--- config.mk ---
export PLATFORM = sky130hd
export DESIGN_NAME = pssv_mac
export DESIGN_NICKNAME = d
export VERILOG_FILES = /design/src/design/pssv_pkg.sv /design/src/design/pssv_mac.sv
export SDC_FILE = /design/constraint.sdc
export NUM_CORES = 1
export LEC_CHECK = 0
export BUFFER_PORTS_ARGS = -buffer_cell sky130_fd_sc_hd__buf_2
export CORE_ASPECT_RATIO = 1.1
export CORE_MARGIN = 5
export CORE_UTILIZATION = 66
export DETAILED_ROUTE_END_ITERATION = 8
export MAX_ROUTING_LAYER = met4
export PLACE_DENSITY = 0.84
export SKIP_LAST_GASP = 1
export SYNTH_ARGS = -nofsm -noshare
export SYNTH_HDL_FRONTEND = slang
export SYNTH_SLANG_ARGS = --single-unit
--- constraint.sdc ---
create_clock -name clock -period 9.85 [get_ports clock]
set_clock_uncertainty 0.15 [all_clocks]
set_input_delay 0.4925 -clock clock [delete_from_list [all_inputs] [get_ports clock]]
set_output_delay 0.4925 -clock clock [all_outputs]
set_load 0.02 [all_outputs]
--- src/design/pssv_pkg.sv ---
// shared constants, register codes and types of the plucked string voice
package pssv_pkg;

   localparam int SAMPLE_BITS_DEF   = 16;
   localparam int HISTORY_DEPTH_DEF = 2048;

   // fixed field widths
   localparam int WHOLE_W  = 11;
   localparam int FRAC_W   = 16;
   localparam int GAIN_W   = 17;
   localparam int COUNT_W  = 24;
   localparam int FRAC_BITS = 16;

   localparam int CSR_INDEX_W = 3;
   localparam int CSR_DATA_W  = 24;

   localparam logic [GAIN_W-1:0] UNITY = 17'h10000;

   // register indexes
   localparam logic [CSR_INDEX_W-1:0] CSR_DELAY_WHOLE    = 3'd0;
   localparam logic [CSR_INDEX_W-1:0] CSR_DELAY_FRACTION = 3'd1;
   localparam logic [CSR_INDEX_W-1:0] CSR_FILTER_COEF    = 3'd2;
   localparam logic [CSR_INDEX_W-1:0] CSR_NOTE_GAIN      = 3'd3;
   localparam logic [CSR_INDEX_W-1:0] CSR_RELEASE_GAIN   = 3'd4;
   localparam logic [CSR_INDEX_W-1:0] CSR_NOTE_LENGTH    = 3'd5;

   // register reset values
   localparam logic [WHOLE_W-1:0] DELAY_WHOLE_RST    = 11'd100;
   localparam logic [FRAC_W-1:0]  DELAY_FRACTION_RST = 16'd0;
   localparam logic [GAIN_W-1:0]  FILTER_COEF_RST    = 17'd32768;
   localparam logic [GAIN_W-1:0]  NOTE_GAIN_RST      = 17'd65000;
   localparam logic [GAIN_W-1:0]  RELEASE_GAIN_RST   = 17'd60000;
   localparam logic [COUNT_W-1:0] NOTE_LENGTH_RST    = 24'd44100;

   // control of the shared multiply-accumulate unit
   typedef struct packed {
      logic enable;
      logic accumulate;
   } mac_ctl_type;

   function automatic logic [GAIN_W-1:0] clamp_unity(input logic [GAIN_W-1:0] g);
      return (g > UNITY) ? UNITY : g;
   endfunction

endpackage

--- src/design/pssv_mac.sv ---
// shared signed multiply-accumulate unit with round-half-up output
module pssv_mac #(
   parameter int OP_W  = 18,
   parameter int OUT_W = 18,
   localparam int ACC_W = 2 * OP_W + 1
) (
   input  logic                    clock,
   input  pssv_pkg::mac_ctl_type   ctl,
   input  logic signed [OP_W-1:0]  op_a,
   input  logic signed [OP_W-1:0]  op_b,
   output logic signed [OUT_W-1:0] rounded
);

   localparam logic signed [ACC_W-1:0] HALF = ACC_W'(1) <<< (pssv_pkg::FRAC_BITS - 1);

   logic signed [2*OP_W-1:0] prod;
   logic signed [ACC_W-1:0]  acc_ff;
   logic signed [ACC_W-1:0]  acc_in;
   logic signed [ACC_W-1:0]  rounded_wide;

   assign prod   = op_a * op_b;
   assign acc_in = ctl.accumulate ? acc_ff + ACC_W'(prod) : ACC_W'(prod);

   always_ff @(posedge clock) begin
      if (ctl.enable) begin
         acc_ff <= acc_in;
      end
   end

   // floor of (acc + half) / 2^16
   assign rounded_wide = (acc_ff + HALF) >>> pssv_pkg::FRAC_BITS;
   assign rounded      = rounded_wide[OUT_W-1:0];

endmodule

# == After elaboration in Yosys (flattened, before gate mapping) ==
# Cells that the tools add are included.
# word_totals
output_inout_bits,18
elab_cells,5
ff_bits,37
# classes
n_mux,1
multipliers,1
addsub,2
# op_table
operator,n
adder 37 x 36 -> 37 bit,1
2-to-1 mux 37 bit,1
multiplier 18 x 18 -> 36 bit,1
adder 34 x 17 -> 34 bit (second input constant),1

# == Depth between registers and ports, before layout ==
# Gate-level depths: netlist of the first run.
# depth
word_depth,3
depth_mapped,33
depth_no_buf,32

# == Least setup slack after synthesis of the first run ==
# Ideal clock, no wire load.
# synth_timing
path_type,input-to-reg
start,input op_b[9]
end,"register acc_ff[33], data pin"
arrival_time_ps,7700
required_time_ps,9441
cell_stages,30
path_buffers,2
setup_slack_ps,1740
path_cell_list,clkbuf_1 > clkbuf_1 > nand2_1 > fa_1 > inv_1 > fa_1 > inv_1 > fa_1 > inv_1 > fa_1 > fa_1 > inv_1 > fa_1 > inv_1 > ha_1 > and3_1 > a311oi_1 > o21ai_1 > a21o_1 > a21oi_1 > xnor2_1 > ha_1 > and4_1 > and4_1 > and3_1 > a2111oi_4 > o31ai_4 > o41ai_2 > nor3_2 > xnor2_1
# synth_via
elab_chain_len,3
# synth_rtl
item,line_no,rtl
"start, declared",pssv_mac.sv:10,"input logic signed [OP_W-1:0] op_b,"
multiplier 18 x 18 -> 36 bit (*),pssv_mac.sv:21,assign prod = op_a * op_b;
adder 37 x 36 -> 37 bit,pssv_mac.sv:22,assign acc_in = ctl.accumulate ? acc_ff + ACC_W'(prod) : ACC_W'(prod);
2-to-1 mux 37 bit (*),pssv_mac.sv:22,
net acc_in[33],pssv_mac.sv:18,logic signed [ACC_W-1:0] acc_in;
"end signal, assigned",pssv_mac.sv:26,acc_ff <= acc_in;
"end, declared",pssv_mac.sv:17,logic signed [ACC_W-1:0] acc_ff;
# Mark *: on every way through the listed nets, which the timed path passes. The rest lies on a longest branch.
# A chain may end at the register's enable or synchronous reset.

# == Worst setup path after layout of the first run ==
# layout_timing
start,input op_a[12]
end,"register acc_ff[33], data pin"
# layout_via
elab_chain_len,3
# layout_rtl
item,line_no,rtl
"start, declared",pssv_mac.sv:9,"input logic signed [OP_W-1:0] op_a,"
multiplier 18 x 18 -> 36 bit (*),pssv_mac.sv:21,
adder 37 x 36 -> 37 bit,pssv_mac.sv:22,
2-to-1 mux 37 bit (*),pssv_mac.sv:22,
net acc_in[33],pssv_mac.sv:18,
# Marked as above.

==> results of run 1 <==
[layout by cell type, fill, tap and decap left out, types with 11 or more instances in the layout]
master    count
nand2b_1     11
buf_2        56
ha_1        124
and2_1      163
and3_1       16
nor2_1       40
fa_1        316
a21o_1       35
inv_1       381
o21ai_0      17
xnor2_1      53
edfxtp_1     34
a21oi_1      50
xor2_1       29
nand2_1     182
mux2_2       18
nand3_1      14
[layer usage]
layer / global-route usage [%] / part of all wire (%)
met4: 11.2 / 5.1
met3: 2.49 / 4.6
met1: 30.8 / 35
met2: 49.5 / 55
met5: - / 0
[final cells by class]
cell class / count / area (sq um)
clock buffer: 5 / 125
clock inverter: 3 / 68.8
fill: 1730 / 6920
inverter: 382 / 1430
multi-input combinational: 1181 / 12400
sequential: 34 / 1020
tap: 300 / 375
timing repair buffer: 56 / 280
[synthesized netlist by cell type, types with 2 or more instances]
cell type / instances
a211oi_1: 5
a21o_1: 35
a21oi_1: 50
mux2_2: 18
clkbuf_1: 46
o21a_1: 5
fa_1: 316
a211oi_2: 2
nand3b_1: 2
o211ai_1: 4
nor2b_1: 4
nand2b_1: 11
a2111oi_0: 3
and4_1: 3
o2bb2ai_1: 2
nor2_1: 40
nand4_1: 9
xor2_1: 29
a21oi_2: 4
a31oi_1: 3
nor3_1: 8
and2_1: 163
a41oi_1: 2
buf_1: 2
ha_1: 124
nand3_1: 14
inv_1: 381
edfxtp_1: 34
o22ai_1: 3
a21boi_1: 3
nand2_1: 182
or2_2: 2
a21o_2: 2
xnor2_1: 53
o21ai_1: 10
and3_1: 16
o21ai_0: 17
o21bai_1: 9
buf_2: 2
[per-stage QoR]
step / cell area [sq um] / util [%] / worst slack (ns) / cells / hold slack [ns]
after CTS: 15700 / 69.4 / 1.59 / 1961 / 0.536
after global routing: 15700 / 69.4 / 1.13 / 1961 / 0.575
after global placement: 15500 / 68.6 / 1.52 / 1953 / 0.509
after floorplan: 15100 / - / 1.74 / 1647 / 0.455
after detailed placement: 15500 / 68.6 / 1.32 / 1953 / 0.522
final: 15700 / 69.4 / 1.56 / 1961 / 0.533
[kinds of logic (layout without fill, tap and decap cells)]
group,Yosys count,after routing,share of synthesized area [%]
and+or+nand+nor,460,460,15.4
adders and majority gates,440,440,52.3
buffers and inverters,432,446,10.8
AOI/OAI and AO/OA,178,178,8.33
xor gates and xnor gates,83,83,4.92
DFF,34,34,6.78
muxes,20,20,1.49
[worst paths after layout]
kind	startpoint	to	slack, ns	cells after the start
max	op_a[12]	acc_ff[33]	1.56	29
min reg2reg	acc_ff[0]	acc_ff[0]	0.53	2
max reg2reg	acc_ff[0]	acc_ff[32]	6.59	11
min	acc_ff[0]	acc_ff[0]	0.53	2
[worst register-to-register path: cells and delay by family (launching register included)]
family / cells / cell delay [ns]
xor+xnor: 1 / 0.11
compound gates: 7 / 1.66
flops: 1 / 0.37
simple gates: 1 / 0.13
fa+ha+maj: 2 / 0.67
==> impl_metrics.yaml, run 1 <==
timing:
  finalSetupViolCount: 0
  fmax_mhz: 121
  drv_slew: 0
  finalSetupTns_ns: 0
  min_period_over_period_pct: 84.1
  tightest_slew_ns: 0.841
  layout_min_cycle_time_ns: 8.29
  slew-limit-headroom_pct: 43.9
  rsz0062_at_grt: "no"
  hold_viol: 0
yosys:
  synth_edf_count: 34
  yosys-top-cells-area: "fa_1, ha_1, inv_1"
  synth_area_leader_cell: "fa_1"
  synth_area_sq_um: 15100
  yosys.area.top_type_share_pct: 42.0
  yosysWarnings: 0
  syn_area_per_cell_sq_um: 9.15
  syn_nets: 2126
  dominantRegCellSynth: "edfxtp_1"
  syn_inst: 1647
  synth_seq_area_share_pct: 6.78
  synth_cell_type_count: 68
  synth_seq_cells: 34
  synthArstFlopShare_pct: 0
drt:
  routed_via_density: 5.67
  ant_nets: 0
  first_pass_iters: 8
  post_drt_wl_per_cell_microns: 16.7
  vias: 11124
  drc_errors: 0
  drt_wl_total_microns: 32700
  drt_iter0_markers: 578
final_layout:
  n_antenna_cell: 0
  largest_reg_flops: 34
  reg_top3: "acc_ff x34"
  regMostFlops: "acc_ff"
  nets: 2139
  drive_gt1_share_pct: 6.32
  area_growth_pct: 4.38
critical_path:
  critPathBufInv: 4
  path_delay_family: "adder cells"
  cp_data_arrival_time_ns: 8.16
  critical_path_class: "input pin to register"
  cp-end-kind: "register"
  cp_data_required_time_ns: 9.73
  critPathSlowestCell: "fa_1"
  startpoint_type: "input pin"
  timing.critical_path.mode_cell: "fa_1"
  crit_fanout: 18
  max_stage_delay_ns: 0.53
clock_tree:
  postCtsHoldBufs: 0
  cts_root_buf: "clkbuf_16"
  post_cts_buffers: 0
  clk_path_buf_depth: 2
  clk_latency_ns: 0.28
  clk_pin_slew_worst_paths_ns: 0.06
  cts_tree: "yes"
  cts.sinks: 34
  cts_max_level: 2
  cts_made_buffers: 5
  cts_resized: 0
floorplan:
  die_h_microns: 168
  ios: 57
  coreArea_sq_um: 22600
  fp-row-count: 58
  dieArea_sq_um: 25900
  die_width_microns: 154
  initial_core_util_pct: 66.5
hold_path:
  min_path_type: "register to register"
global_route:
  grt_pass1_wl_microns: 56200
  overflow: 0
  grt_pass1_vias: 12039
  antenna_found_initial: 0
  grt_usage_pct: 27.3
  grt_max_degree: 35
place:
  port_buffers: 56
  gp_routability_congestion: 0.941
  hpwlAfterDp_microns: 27900
job:
  maxCapViolations: 0
run_status:
  outcome: "finished, final reports clean"
Power of run 1 is not shown: default switching activity piles up to over one toggle a cycle in this logic, so the estimate is an artifact.
==> inputs of run 2 (changes only) <==
Clock period 9.85 ns to 8.35 ns, I/O delays scaled along.
==> run 2 against run 1 <==
Net effect:
- critical path depth unchanged
- register-to-register slack got worse by 1.6 ns
- core utilization grew 1.1 points
- routed wire length rose by 6.8%
- worst hold slack better by 0.016 ns
- setup slack lost 1.3 ns
- first-iteration DRC count up 16%
- flip-flop and latch count is the same
- critical path type unchanged
==> impl_metrics.yaml, run 2 (synthesis gave the netlist of run 1 again) <==
run_status:
  outcome: "finished, final reports clean"
clock_tree:
  cts_max_level: 2
  postCtsHoldBufs: 0
  clk_latency_ns: 0.29
  cts_root_buf: "clkbuf_16"
  cts_made_buffers: 5
  clk_pin_slew_worst_paths_ns: 0.06
  clk_path_buf_depth: 2
  cts_tree: "yes"
  cts.sinks: 34
global_route:
  grt_pass1_vias: 12594
  grt_usage_pct: 28.9
  grt_max_degree: 35
  grt_pass1_wl_microns: 58800
  antenna_found_initial: 0
  overflow: 0
critical_path:
  cp-end-kind: "register"
  crit_fanout: 18
  path_delay_family: "adder cells"
  cp_data_required_time_ns: 8.24
  critPathSlowestCell: "fa_1"
  timing.critical_path.mode_cell: "fa_1"
  cp_data_arrival_time_ns: 8.00
  critical_path_class: "input pin to register"
  startpoint_type: "input pin"
  critPathBufInv: 6
  max_stage_delay_ns: 0.54
  r2r_slack_ns: 5.01
floorplan:
  die_width_microns: 154
  dieArea_sq_um: 25900
  fp-row-count: 58
  initial_core_util_pct: 66.5
  coreArea_sq_um: 22600
  ios: 57
  die_h_microns: 168
place:
  port_buffers: 56
  dp.cells: 1974
  hpwlAfterDp_microns: 29300
  post-place-ws_ns: -0.0911
  gp_routability_congestion: 0.927
timing:
  finalSetupViolCount: 0
  slew-limit-headroom_pct: 45.9
  drv_slew: 0
  tightest_slew_ns: 0.812
  hold_viol: 0
  fmax_mhz: 123
  layout_min_cycle_time_ns: 8.11
  min_period_over_period_pct: 97.1
  fin_ws_ns: 0.240
final_layout:
  reg_top3: "acc_ff x34"
  n_antenna_cell: 0
  multi_input_area_sq_um: 12500
  largest_reg_flops: 34
  regMostFlops: "acc_ff"
  mostFrequentLayoutCell: "inv_1"
  area_growth_pct: 6.04
  nets: 2164
  drive_gt1_share_pct: 8.13
  final_cell_mix: "inv_1, fa_1, nand2_1"
  fin_cells: 1986
  nFillCells: 1695
  seqCellArea_sq_um: 1020
drt:
  routed_via_density: 5.74
  drt_wl_total_microns: 34900
  first_pass_iters: 5
  vias: 11400
  drt_iter0_markers: 671
  ant_nets: 0
  post_drt_wl_per_cell_microns: 17.6
  drc_errors: 0
job:
  maxCapViolations: 0
hold_path:
  min_path_type: "register to register"
run 2: cell count changes in the layout (fill, tap and decap cells not counted), sizes merged:
| cell | delta |
|---|---|
| clkinv | -1 |
| clkbuf | +10 |
| bufinv | -1 |
| buf | +17 |
run 2: repair_timing:
item,4_1_cts,5_1_grt
endpoints found under the setup margin,0,4
resized for setup,0,23
buffers inserted,0,4
run 2: area by class of cell:
| cell class | instances | share of cell area, % |
|---|---|---|
| clock inverters | 1 | 0.188 |
| multi-input cells | 1181 | 78.2 |
| repair buffers | 81 | 3.08 |
| flip-flops and latches | 34 | 6.39 |
| inverters | 382 | 8.98 |
| clock buffers | 7 | 0.830 |
| well taps | 300 | 2.35 |
run 2: path summary, 6_finish.rpt:
path,startpoint,to,cells past startpoint
setup / recovery,op_a[7],acc_ff[29],29
setup reg to reg,acc_ff[0],acc_ff[30],11
hold reg to reg,acc_ff[0],acc_ff[0],2
hold / removal,acc_ff[0],acc_ff[0],2
run 2: worst min-delay path, stage by stage, from the launching register on:
cell and delay (ns):
edfxtp_1 0.34, ha_1 0.13, mux2_2 0.13
run 2: layer usage:
metal / GRT usage (%) / share of wire, %
met1: 32.0 / 35
met2: 50.0 / 53
met3: 3.32 / 4.6
met4: 17.2 / 7.1
met5: - / 0
run 2: through the flow:
| step | hold slack [ns] | utilization, % | setup TNS, ns | area (sq um) |
|---|---|---|---|---|
| after floorplan | 0.380 | - | 0 | 15100 |
| after global placement | 0.508 | 69.3 | 0 | 15700 |
| after detailed placement | 0.538 | 69.3 | -0.133 | 15700 |
| after CTS | 0.552 | 70.0 | 0 | 15800 |
| after global routing | 0.595 | 70.5 | -0.0545 | 16000 |
| final | 0.548 | 70.5 | 0 | 16000 |
Power of run 2 is left out for the same reason.
